==> src/sv/mrfae_pkg.sv <==
// mrfae_pkg: operation codes, decoded-instruction and result types
// shared by the front, back and top level of the integer execute block
// no dependencies
package mrfae_pkg;

  localparam int NumRegs  = 32;
  localparam int RegAddrW = 5;
  localparam int DataW    = 32;
  localparam int ImmW     = 16;

  typedef enum logic [4:0] {
    ACT_ADD   = 5'd0,
    ACT_ADDU  = 5'd1,
    ACT_SUB   = 5'd2,
    ACT_SUBU  = 5'd3,
    ACT_AND   = 5'd4,
    ACT_OR    = 5'd5,
    ACT_XOR   = 5'd6,
    ACT_NOR   = 5'd7,
    ACT_SLT   = 5'd8,
    ACT_SLTU  = 5'd9,
    ACT_SLL   = 5'd10,
    ACT_SRL   = 5'd11,
    ACT_ADDI  = 5'd12,
    ACT_ADDIU = 5'd13,
    ACT_ANDI  = 5'd14,
    ACT_ORI   = 5'd15,
    ACT_XORI  = 5'd16,
    ACT_SLTI  = 5'd17,
    ACT_SLTIU = 5'd18,
    ACT_LUI   = 5'd19,
    ACT_BEQ   = 5'd20,
    ACT_BNE   = 5'd21,
    ACT_BLEZ  = 5'd22,
    ACT_BGTZ  = 5'd23,
    ACT_JR    = 5'd24
  } action_e;

  typedef enum logic [1:0] {
    CLS_NONE   = 2'd0,
    CLS_ALU    = 2'd1,
    CLS_BRANCH = 2'd2,
    CLS_JUMP   = 2'd3
  } class_e;

  typedef struct packed {
    action_e               op;
    class_e                cls;
    logic                  wr;     // writes a nonzero destination
    logic [RegAddrW-1:0]   dst;
    logic [RegAddrW-1:0]   rs;
    logic [RegAddrW-1:0]   rt;
    logic [4:0]            shamt;
    logic [ImmW-1:0]       imm;
  } decoded_t;

  typedef struct packed {
    logic                  wrote;
    logic [RegAddrW-1:0]   written_reg;
    logic [DataW-1:0]      written_value;
    logic                  branch_taken;
    logic [ImmW-1:0]       branch_offset;
    logic                  jump_valid;
    logic [DataW-1:0]      jump_target;
  } result_t;

endpackage

==> src/sv/mrfae_fifo.sv <==
// mrfae_fifo: small register-based queue with push/full and pop/empty sides
// generic, no package dependency; Depth must be at least 2
module mrfae_fifo #(
  parameter int Width = 8,
  parameter int Depth = 2
) (
  input  logic             clk_i,
  input  logic             rst_ni,
  input  logic             push_i,
  input  logic [Width-1:0] data_i,
  output logic             full_o,
  input  logic             pop_i,
  output logic [Width-1:0] data_o,
  output logic             empty_o
);

  localparam int PtrW = (Depth > 1) ? $clog2(Depth) : 1;
  localparam int CntW = $clog2(Depth + 1);
  localparam logic [PtrW-1:0] LastPtr = PtrW'(Depth - 1);
  localparam logic [CntW-1:0] FullCnt = CntW'(Depth);

  logic [Width-1:0] mem_q [Depth];
  logic [PtrW-1:0]  wr_ptr_q, wr_ptr_d;
  logic [PtrW-1:0]  rd_ptr_q, rd_ptr_d;
  logic [CntW-1:0]  cnt_q, cnt_d;
  logic             do_push, do_pop;

  assign full_o  = (cnt_q == FullCnt);
  assign empty_o = (cnt_q == '0);
  assign do_push = push_i && !full_o;
  assign do_pop  = pop_i && !empty_o;
  assign data_o  = mem_q[rd_ptr_q];

  always_comb begin
    wr_ptr_d = wr_ptr_q;
    rd_ptr_d = rd_ptr_q;
    cnt_d    = cnt_q;
    if (do_push) begin
      wr_ptr_d = (wr_ptr_q == LastPtr) ? '0 : wr_ptr_q + 1'b1;
    end
    if (do_pop) begin
      rd_ptr_d = (rd_ptr_q == LastPtr) ? '0 : rd_ptr_q + 1'b1;
    end
    if (do_push && !do_pop) begin
      cnt_d = cnt_q + 1'b1;
    end else if (do_pop && !do_push) begin
      cnt_d = cnt_q - 1'b1;
    end
  end

  always_ff @(posedge clk_i or negedge rst_ni) begin
    if (!rst_ni) begin
      wr_ptr_q <= '0;
      rd_ptr_q <= '0;
      cnt_q    <= '0;
    end else begin
      wr_ptr_q <= wr_ptr_d;
      rd_ptr_q <= rd_ptr_d;
      cnt_q    <= cnt_d;
    end
  end

  always_ff @(posedge clk_i) begin
    if (do_push) begin
      mem_q[wr_ptr_q] <= data_i;
    end
  end

endmodule

==> src/sv/mrfae_front.sv <==
// mrfae_front: classifies incoming instructions and buffers them for the back end
// depends on mrfae_pkg and mrfae_fifo
module mrfae_front #(
  parameter int Depth = 2
) (
  input  logic              clk_i,
  input  logic              rst_ni,
  input  logic              push_i,
  output logic              full_o,
  input  logic [4:0]        action_i,
  input  logic [4:0]        source_reg_i,
  input  logic [4:0]        target_reg_i,
  input  logic [4:0]        dest_reg_i,
  input  logic [4:0]        shift_amount_i,
  input  logic [15:0]       immediate_i,
  input  logic              pop_i,
  output logic              empty_o,
  output mrfae_pkg::decoded_t dec_o
);
  import mrfae_pkg::*;

  decoded_t                   dec;
  logic [$bits(decoded_t)-1:0] q_data;

  always_comb begin
    dec       = '0;
    dec.op    = action_e'(action_i);
    dec.rs    = source_reg_i;
    dec.rt    = target_reg_i;
    dec.shamt = shift_amount_i;
    dec.imm   = immediate_i;
    if (action_i inside {[ACT_ADD:ACT_SRL]}) begin
      // r-type writes rd
      dec.cls = CLS_ALU;
      dec.dst = dest_reg_i;
    end else if (action_i inside {[ACT_ADDI:ACT_LUI]}) begin
      // i-type writes rt
      dec.cls = CLS_ALU;
      dec.dst = target_reg_i;
    end else if (action_i inside {[ACT_BEQ:ACT_BGTZ]}) begin
      dec.cls = CLS_BRANCH;
    end else if (action_i == ACT_JR) begin
      dec.cls = CLS_JUMP;
    end else begin
      dec.cls = CLS_NONE;
    end
    // register zero is never written
    dec.wr = (dec.cls == CLS_ALU) && (dec.dst != '0);
    if (!dec.wr) begin
      dec.dst = '0;
    end
  end

  mrfae_fifo #(
    .Width ($bits(decoded_t)),
    .Depth (Depth)
  ) u_queue (
    .clk_i   (clk_i),
    .rst_ni  (rst_ni),
    .push_i  (push_i),
    .data_i  (dec),
    .full_o  (full_o),
    .pop_i   (pop_i),
    .data_o  (q_data),
    .empty_o (empty_o)
  );

  assign dec_o = decoded_t'(q_data);

endmodule

==> src/sv/mrfae_back.sv <==
// mrfae_back: register file read, execute and write-back
// depends on mrfae_pkg
module mrfae_back (
  input  logic                clk_i,
  input  logic                rst_ni,
  input  logic                dq_empty_i,
  input  mrfae_pkg::decoded_t dq_data_i,
  output logic                dq_pop_o,
  output logic                res_push_o,
  output mrfae_pkg::result_t  res_data_o,
  input  logic                res_full_i
);
  import mrfae_pkg::*;

  logic [DataW-1:0]   rf_q [NumRegs];
  logic [NumRegs-1:0] rf_vld_q, rf_vld_d;

  logic               e_vld_q, e_vld_d;
  decoded_t           e_q;
  logic [DataW-1:0]   a_q, b_q;

  logic               e_fire, load, byp_a, byp_b;
  logic [DataW-1:0]   simm, zimm, val;
  logic               taken;
  result_t            res;

  assign e_fire   = e_vld_q && !res_full_i;
  assign load     = !dq_empty_i && (!e_vld_q || e_fire);
  assign dq_pop_o = load;
  assign e_vld_d  = load ? 1'b1 : (e_fire ? 1'b0 : e_vld_q);

  // write in the same edge as the read: take the new value
  assign byp_a = e_fire && e_q.wr && (e_q.dst == dq_data_i.rs);
  assign byp_b = e_fire && e_q.wr && (e_q.dst == dq_data_i.rt);

  assign simm = {{(DataW-ImmW){e_q.imm[ImmW-1]}}, e_q.imm};
  assign zimm = {{(DataW-ImmW){1'b0}}, e_q.imm};

  always_comb begin
    val   = '0;
    taken = 1'b0;
    case (e_q.op)
      ACT_ADD, ACT_ADDU:   val = a_q + b_q;
      ACT_SUB, ACT_SUBU:   val = a_q - b_q;
      ACT_AND:             val = a_q & b_q;
      ACT_OR:              val = a_q | b_q;
      ACT_XOR:             val = a_q ^ b_q;
      ACT_NOR:             val = ~(a_q | b_q);
      ACT_SLT:             val = DataW'($signed(a_q) < $signed(b_q));
      ACT_SLTU:            val = DataW'(a_q < b_q);
      ACT_SLL:             val = b_q << e_q.shamt;
      ACT_SRL:             val = b_q >> e_q.shamt;
      ACT_ADDI, ACT_ADDIU: val = a_q + simm;
      ACT_ANDI:            val = a_q & zimm;
      ACT_ORI:             val = a_q | zimm;
      ACT_XORI:            val = a_q ^ zimm;
      ACT_SLTI:            val = DataW'($signed(a_q) < $signed(simm));
      ACT_SLTIU:           val = DataW'(a_q < zimm);
      ACT_LUI:             val = {e_q.imm, {(DataW-ImmW){1'b0}}};
      ACT_BEQ:             taken = (a_q == b_q);
      ACT_BNE:             taken = (a_q != b_q);
      ACT_BLEZ:            taken = (a_q == '0) || a_q[DataW-1];
      ACT_BGTZ:            taken = (a_q != '0) && !a_q[DataW-1];
      default:             val = '0;
    endcase
  end

  always_comb begin
    res = '0;
    case (e_q.cls)
      CLS_ALU: begin
        res.wrote         = e_q.wr;
        res.written_reg   = e_q.dst;
        res.written_value = e_q.wr ? val : '0;
      end
      CLS_BRANCH: begin
        res.branch_taken  = taken;
        res.branch_offset = e_q.imm;
      end
      CLS_JUMP: begin
        res.jump_valid    = 1'b1;
        res.jump_target   = a_q;
      end
      default: res = '0;
    endcase
  end

  assign res_push_o = e_fire;
  assign res_data_o = res;

  always_comb begin
    rf_vld_d = rf_vld_q;
    if (e_fire && e_q.wr) begin
      rf_vld_d[e_q.dst] = 1'b1;
    end
  end

  always_ff @(posedge clk_i or negedge rst_ni) begin
    if (!rst_ni) begin
      e_vld_q  <= 1'b0;
      rf_vld_q <= '0;
    end else begin
      e_vld_q  <= e_vld_d;
      rf_vld_q <= rf_vld_d;
    end
  end

  // register file array and registered read ports
  always_ff @(posedge clk_i) begin
    if (e_fire && e_q.wr) begin
      rf_q[e_q.dst] <= val;
    end
  end

  always_ff @(posedge clk_i) begin
    if (load) begin
      e_q <= dq_data_i;
      a_q <= byp_a ? val : (rf_vld_q[dq_data_i.rs] ? rf_q[dq_data_i.rs] : '0);
      b_q <= byp_b ? val : (rf_vld_q[dq_data_i.rt] ? rf_q[dq_data_i.rt] : '0);
    end
  end

endmodule

==> src/sv/mips_register_file_alu_execute_top.sv <==
// integer execute block: front decode queue, register-file/execute back end, result queue
// path: a beat is held in the decode queue, then in the execute register, then in the result
// queue, where it shows on the result ports and can be popped when nothing stalls
// throughput: one instruction per cycle while the result queue is not full, bounded by the single execute stage
// reset: asynchronous active low; queues empty, all 32 registers read as zero after reset
// depends on mrfae_pkg, mrfae_front, mrfae_back, mrfae_fifo
module mips_register_file_alu_execute_top #(
  parameter int DecDepth = 2,
  parameter int ResDepth = 2
) (
  input  logic               clk_i,
  input  logic               rst_ni,
  // instruction side
  input  logic               push,
  output logic               full,
  input  logic [4:0]         action_i,
  input  logic [4:0]         source_reg_i,
  input  logic [4:0]         target_reg_i,
  input  logic [4:0]         dest_reg_i,
  input  logic [4:0]         shift_amount_i,
  input  logic [15:0]        immediate_i,
  // result side
  output logic               empty,
  input  logic               pop,
  output logic               wrote_o,
  output logic [4:0]         written_reg_o,
  output logic [31:0]        written_value_o,
  output logic               branch_taken_o,
  output logic signed [15:0] branch_offset_o,
  output logic               jump_valid_o,
  output logic [31:0]        jump_target_o
);
  import mrfae_pkg::*;

  // front to back: classified instructions
  decoded_t                   dq_data;
  logic                       dq_empty;
  logic                       dq_pop;

  // back to result queue
  result_t                    res_data;
  logic                       res_push;
  logic                       res_full;
  logic [$bits(result_t)-1:0] out_data;
  result_t                    out_res;

  // front: decode the beat and hold it until the back end is free
  mrfae_front #(
    .Depth (DecDepth)
  ) u_front (
    .clk_i          (clk_i),
    .rst_ni         (rst_ni),
    .push_i         (push),
    .full_o         (full),
    .action_i       (action_i),
    .source_reg_i   (source_reg_i),
    .target_reg_i   (target_reg_i),
    .dest_reg_i     (dest_reg_i),
    .shift_amount_i (shift_amount_i),
    .immediate_i    (immediate_i),
    .pop_i          (dq_pop),
    .empty_o        (dq_empty),
    .dec_o          (dq_data)
  );

  // back: read operands with write bypass, execute, write back
  mrfae_back u_back (
    .clk_i      (clk_i),
    .rst_ni     (rst_ni),
    .dq_empty_i (dq_empty),
    .dq_data_i  (dq_data),
    .dq_pop_o   (dq_pop),
    .res_push_o (res_push),
    .res_data_o (res_data),
    .res_full_i (res_full)
  );

  // result queue decouples the execute stage from the consumer
  mrfae_fifo #(
    .Width ($bits(result_t)),
    .Depth (ResDepth)
  ) u_res_queue (
    .clk_i   (clk_i),
    .rst_ni  (rst_ni),
    .push_i  (res_push),
    .data_i  (res_data),
    .full_o  (res_full),
    .pop_i   (pop),
    .data_o  (out_data),
    .empty_o (empty)
  );

  assign out_res         = result_t'(out_data);
  assign wrote_o         = out_res.wrote;
  assign written_reg_o   = out_res.written_reg;
  assign written_value_o = out_res.written_value;
  assign branch_taken_o  = out_res.branch_taken;
  assign branch_offset_o = $signed(out_res.branch_offset);
  assign jump_valid_o    = out_res.jump_valid;
  assign jump_target_o   = out_res.jump_target;

endmodule
==> config.mk <==
export PLATFORM = sky130hd
export DESIGN_NAME = mips_register_file_alu_execute_top
export DESIGN_NICKNAME = d
export VERILOG_FILES = /design/src/sv/mrfae_pkg.sv /design/src/sv/mrfae_fifo.sv /design/src/sv/mrfae_front.sv /design/src/sv/mrfae_back.sv /design/src/sv/mips_register_file_alu_execute_top.sv
export SDC_FILE = /design/constraint.sdc
export NUM_CORES = 2
export LEC_CHECK = 0
export ABC_AREA = 1
export BUFFER_PORTS_ARGS = -buffer_cell sky130_fd_sc_hd__buf_2
export CAP_MARGIN = 5
export CELL_PAD_IN_SITES_DETAIL_PLACEMENT = 0
export CELL_PAD_IN_SITES_GLOBAL_PLACEMENT = 1
export CORE_MARGIN = 1
export CORE_UTILIZATION = 45
export CTS_CLUSTER_DIAMETER = 30
export CTS_CLUSTER_SIZE = 12
export DETAILED_ROUTE_END_ITERATION = 8
export HOLD_SLACK_MARGIN = 0.08
export PLACE_DENSITY_LB_ADDON = 0.12
export SLEW_MARGIN = 40
export SYNTH_ARGS = -nofsm -noshare
export SYNTH_HDL_FRONTEND = slang
export SYNTH_HIERARCHICAL = 1
export SYNTH_SLANG_ARGS = --single-unit
==> constraint.sdc <==
create_clock -name clk_i -period 19.8 [get_ports clk_i]
set_input_delay 0 -clock clk_i [delete_from_list [all_inputs] [get_ports clk_i]]
set_output_delay 0 -clock clk_i [all_outputs]
set_load 0.01 [all_outputs]
# After elaboration in Yosys (flattened, before gate mapping)
# Memory sizes are Yosys's and may differ from the RTL's.
# Cells that the tools add are included.
[word_totals]
in_bits = 45
mem_bits_rw = 1288
ff_bits = 139
wordCells = 170
memories = 3
[mem_list]
columns = ["memory", "words", "word_bits", "read_ports", "rd_ports_with_merged_regs", "write_ports", "line_no", "text"]
rows = [
  ["u_back.rf_q", 32, 32, 2, 0, 1, "mrfae_back.sv:15", "logic [DataW-1:0] rf_q [NumRegs];"],
  ["u_res_queue.mem_q", 2, 88, 1, 0, 1, "mrfae_fifo.sv:22", "logic [Width-1:0] mem_q [Depth];"],
  ["u_front.u_queue.mem_q", 2, 44, 1, 0, 1, "mrfae_fifo.sv:22", ""],
]
[classes]
muxes = 39
n_addsub = 11
n_eq_ne = 34
shift = 2
magnitude_cmp = 14
bitwise_logic = 8
reduce_logical = 43
[ops]
columns = ["op", "n"]
rows = [
  ["32-bit case mux with 17 select lines", 1],
  ["32-bit two-way mux", 5],
  ["32-bit adder", 2],
  ["32-bit by 16-bit < comparator with 1-bit output", 2],
  ["32-bit < comparator", 2],
  ["32-bit bitwise OR", 2],
  ["5-bit == test (second input constant)", 9],
  ["5-bit by 4-bit == test with 1-bit output (second input constant)", 8],
  ["38-bit two-way mux", 1],
  ["33-bit two-way mux", 1],
  ["32-bit by 16-bit AND with 32-bit output", 1],
  ["32-bit AND", 1],
  ["32-bit == test", 1],
  ["32-bit zero test", 1],
  ["32-bit != test", 1],
  ["32-bit inverter", 1],
  ["32-bit by 16-bit bitwise OR with 32-bit output", 1],
  ["32-bit nonzero test", 1],
  ["32-bit by 5-bit left shift with 32-bit output", 1],
  ["32-bit by 5-bit >> shifter with 32-bit output", 1],
  ["32-bit subtractor", 1],
  ["32-bit by 16-bit bitwise XOR with 32-bit output", 1],
  ["32-bit bitwise XOR", 1],
  ["5-bit by 3-bit == test with 1-bit output (second input constant)", 4],
  ["29 further kinds", 101],
]

# Depth between registers and ports, before layout
[logic_depth]
depth_word = 9
mapped_depth = 23
mapped_depth_nobuf = 20

# Cells and area by module
# The synthesis kept the hierarchy.
[modules_own_cells]
columns = ["module", "cells_per_inst", "seq_area_each_um2", "area_each_um2", "n_inst"]
rows = [
  ["mrfae_back", 7878, 34518.1, 67791.3, 1],
  ["mrfae_fifo at u_res_queue", 491, 5385.2, 6622.6, 1],
  ["mrfae_fifo at u_front.u_queue", 261, 2742.6, 3440.8, 1],
  ["mrfae_front", 30, 0.0, 171.4, 1],
]

# Worst setup path before layout
# Ideal clock, no wire load.
[synth_path]
path_type = "flip-flop to flip-flop"
start = "reg u_res_queue.cnt_q[1]"
end = "reg u_front.u_queue.cnt_q[1]"
period_less_slack_ps = 6737
path_stages_with_launch = 10
setup_time_ps = 117
path_slack_ps = 13063
t_arrival_ps = 6620
cell_sequence = "dfrtp_1 inv_1 nor2_1 a21oi_1 o21ai_1 ha_1 inv_1 nand3_1 nand2_1 nand2_1"
[synth_between]
elab_chain_cells = 9
word_cells_on_any_way = 11
classes_between = "1 x eq/ne; 1 x mux; 9 x reduce/logical"
[synth_rtl]
columns = ["element", "line_no", "text"]
rows = [
  ["from (decl)", "mrfae_fifo.sv:25", "logic [CntW-1:0] cnt_q, cnt_d;"],
  ["from (signal assigned)", "mrfae_fifo.sv:59", "cnt_q <= cnt_d;"],
  ["2-bit == test *", "mrfae_fifo.sv:28", "assign full_o = (cnt_q == FullCnt);"],
  ["net res_full", "mips_register_file_alu_execute_top.sv:43", "logic res_full;"],
  ["1-bit zero test *", "mrfae_back.sv:27", "assign e_fire = e_vld_q && !res_full_i;"],
  ["1-bit logical AND *", "mrfae_back.sv:27", ""],
  ["1-bit logical OR *", "mrfae_back.sv:28", "assign load = !dq_empty_i && (!e_vld_q || e_fire);"],
  ["1-bit logical AND *", "mrfae_back.sv:28", ""],
  ["net dq_pop", "mips_register_file_alu_execute_top.sv:38", "logic dq_pop;"],
  ["1-bit logical AND *", "mrfae_fifo.sv:31", "assign do_pop = pop_i && !empty_o;"],
  ["1-bit zero test", "mrfae_fifo.sv:44", "if (do_push && !do_pop) begin"],
  ["1-bit logical AND", "mrfae_fifo.sv:44", ""],
  ["2-bit two-way mux or 2-bit nonzero test (tied branches)", "-", ""],
  ["to (signal assigned)", "mrfae_fifo.sv:59", ""],
  ["to (decl)", "mrfae_fifo.sv:25", ""],
]
# The timed path passes the listed nets; every way through them passes the cells marked *.
# A chain may end at the register's enable or synchronous reset.

==> reports/results.ini <==
[synth]
syn_inst=8660
ys.flop_type=edfxtp_1
synth.avg_cell_area_um2=9.01
synthTopCellsByCount=1495 x nand2_1, 1386 x edfxtp_1, 1087 x nand3_1
yosysSeqAreaShare=0.547
post-synth-top-area-cell=edfxtp_1
ys_top_cells_by_area=edfxtp_1 53%, nand2_1 7.2%, nand3_1 7.0%
synth_edf_count=1386
synth.net_count=8904
synth_seq_cells=1427
netlist_area_um2=78000
ys_types=50
synth_most_common_cell=nand2_1
async_reset_ff_frac=0.0287
synth_warnings=6
synth_top_cell_area_share=0.533

[clocking]
ctsResizeCount=0
cts_sinks=1427
htreeDepth=5
cts_tree=built
path_clk_slew_ps=50
cts_buffers=347
clockBufferDepth=4
insertion_delay_ps=950
hold_buffers=92
cts_root_buf=clkbuf_16
cts_setup_buffers=0

[worst_hold_path]
hold_path_class=in -> reg

[floorplanning]
die_width_um=418
die_h_um=418
ioPinCount=135
dieArea_um2=175000
core_area_um2=172000
start_util=0.454
rows=152

[run_status]
outcome=finished, final reports clean

[sta]
hold_violations=0
fin_crit_ps=5730
worstMarginPinSlew_ps=1010
rsz0062_at_grt=no
finalWorstSetupSlack_ps=14070
holdWs_ps=144
relSlewSlack=0.321
final-setup-viol-count=0
drv_slew=0
final.setup.tns_ps=0
fin_crit_sh=0.289
clock_skew_ps=93.5
max_freq_mhz=175

[power]
combPwrFrac=0.469
share_seq_of_total_power=0.260
p_clk_frac=0.270
p_per_area_nw_per_um2=218
switching_share=0.461
power.internal_mw=11.0
ir_drop_mv=0.158
leakage_nw=36.8
switching_power_mw=9.40

[placed_design]
dp.cells=10700
dp_hpwl_mm=196
place.port_buffers=134
gp_congestion=1.05
post_dp_cell_area_um2=81000
pre_cts_slack_ps=14090

[finish]
area_delta_synth_final_pct=19.7
final_area_um2=93400
final_nets=9062
num-fill-cells=15400
layout-drive-gt1-share=0.110
stdcell_count=11400

[worst_setup_path]
cp.arrival_ps=6380
critical_path.cell_chain=buf_4, inv_4, nand2_1, nand2_4, buf_4, buf_4, buf_12, buf_6, buf_6, a21oi_1, o21ai_0, o21ai_0, o211ai_1, nand3_1, nand4_1, nand2_1
worstPathMaxFanout=87
crit_family=buffers and inverters
cp_common_cell=buf_4
crit_path_start_kind=flop
slowest_delay_ps=660
path_class=reg -> reg
required_ps=20460
cp_num_buf_inv=7
slowest_stage=buf_6
cp-end-kind=flop

[routing]
routed_wl_mm=327
vias_per_cell=6.08
dr.pass1.iters=8
drc=0
drtIter0Drc=8949
avgRoutedWirePerCell_um=28.7
routed-via-count=69300
ant_nets=0

[grt]
grt-ovfl-total=0
grt_usage=0.366
antenna_found_initial=7
grt_max_degree=227
first_global_vias=64400
grt_pass1_wl_mm=459

[flow_run]
cap_violations=0

-- flip-flops by register name (all words and copies together) (netlist names), 2 cells and up --
signal / cells
u_back/e_q: 34
u_back/b_q: 32
u_res_queue/mem_q: 176
u_front/u_queue/mem_q: 88
u_front/u_queue/cnt_q: 2
u_back/rf_vld_q: 32
u_res_queue/cnt_q: 2
u_back/rf_q: 1024
u_back/a_q: 32
-- cell type report --
type / count / area (µm²) / area share
clock buffers: 387 / 8920 / 0.0954
multi-input cells: 5802 / 30100 / 0.322
flip-flops and latches: 1427 / 42600 / 0.456
clock inverters: 221 / 2430 / 0.0260
well taps: 2310 / 2890 / 0.0309
diodes: 3 / 7.51 / 0.0000804
repair buffers: 394 / 3230 / 0.0346
inverters: 846 / 3210 / 0.0343
-- per-stage QoR --
stage / util / power (mW)
after floorplan: - / 10.8
after global placement: 0.469 / 14.5
after detailed placement: 0.471 / 14.6
after CTS: 0.542 / 20.2
after global routing: 0.543 / 21.3
final: 0.543 / 20.4
-- tightest hold or removal path: stages --
cell           delay (ps)
dlygate4sd3_1         530
buf_2                 120
nor2_1                 40
nand4_1                80
a21oi_1                90
-- placed cells by master, fill, tap and decap left out, types with 76 or more instances in the layout --
cell           netlist  layout
a21oi_1            860     857
buf_2              207     134
buf_4               20     113
clkbuf_16            0     349
clkinv_2             1      76
dlygate4sd3_1        0      92
edfxtp_1          1386    1386
ha_1               197     197
inv_1              828     813
nand2_1           1495    1485
nand3_1           1087    1081
nand4_1             88      88
nor2_1             417     372
o211ai_1           317     317
o21ai_0           1059    1057
-- kinds of logic (layout without fill, tap and decap cells) --
| group | after synthesis | in the layout | share of synthesized area |
|---|---|---|---|
| flops | 1427 | 1427 | 0.547 |
| fa+ha+maj | 199 | 199 | 0.0321 |
| buf+inv | 1431 | 1848 | 0.0738 |
| xor+xnor | 7 | 7 | 0.000786 |
| mux | 3 | 3 | 0.000385 |
| other cells | 0 | 3 | 0 |
| compound gates | 2362 | 2362 | 0.166 |
| simple gates | 3231 | 3231 | 0.181 |
-- metal layers --
layer | global-route usage | vias up | wire, µm
met5 | 0 | - | 0
li1 | - | 31000 | -
met1 | 0.471 | 33300 | 125000
met4 | 0.237 | 0 | 23800
met2 | 0.569 | 4074 | 148000
met3 | 0.0648 | 969 | 31300
-- worst paths after layout --
kind,start,endpoint,slack (ps),cells after the start
max,u_front/u_queue/rd_ptr_q,u_back/b_q[1],14070,16
min,action_i[0],u_front/u_queue/mem_q[0][38],140,5
max reg2reg,u_front/u_queue/rd_ptr_q,u_back/b_q[1],14070,16
min reg2reg,u_back/rf_vld_q[10],u_back/rf_vld_q[10],470,2
max in group asynchronous,rst_ni,u_res_queue/rd_ptr_q,19020,4
min in group asynchronous,rst_ni,u_back/rf_vld_q[3],300,4
-- power by group through the flow --
stage | sequential (mW) | clock [mW] | combinational (mW)
4_1_cts | 5.30 | 5.56 | 9.32
5_1_grt | 5.34 | 5.72 | 10.2
6_report | 5.31 | 5.51 | 9.57
3_3_place_gp | 5.34 | 0 | 9.16
2_1_floorplan | 5.16 | 0 | 5.67
3_5_place_dp | 5.34 | 0 | 9.27
(Power assumes the default switching activity.)
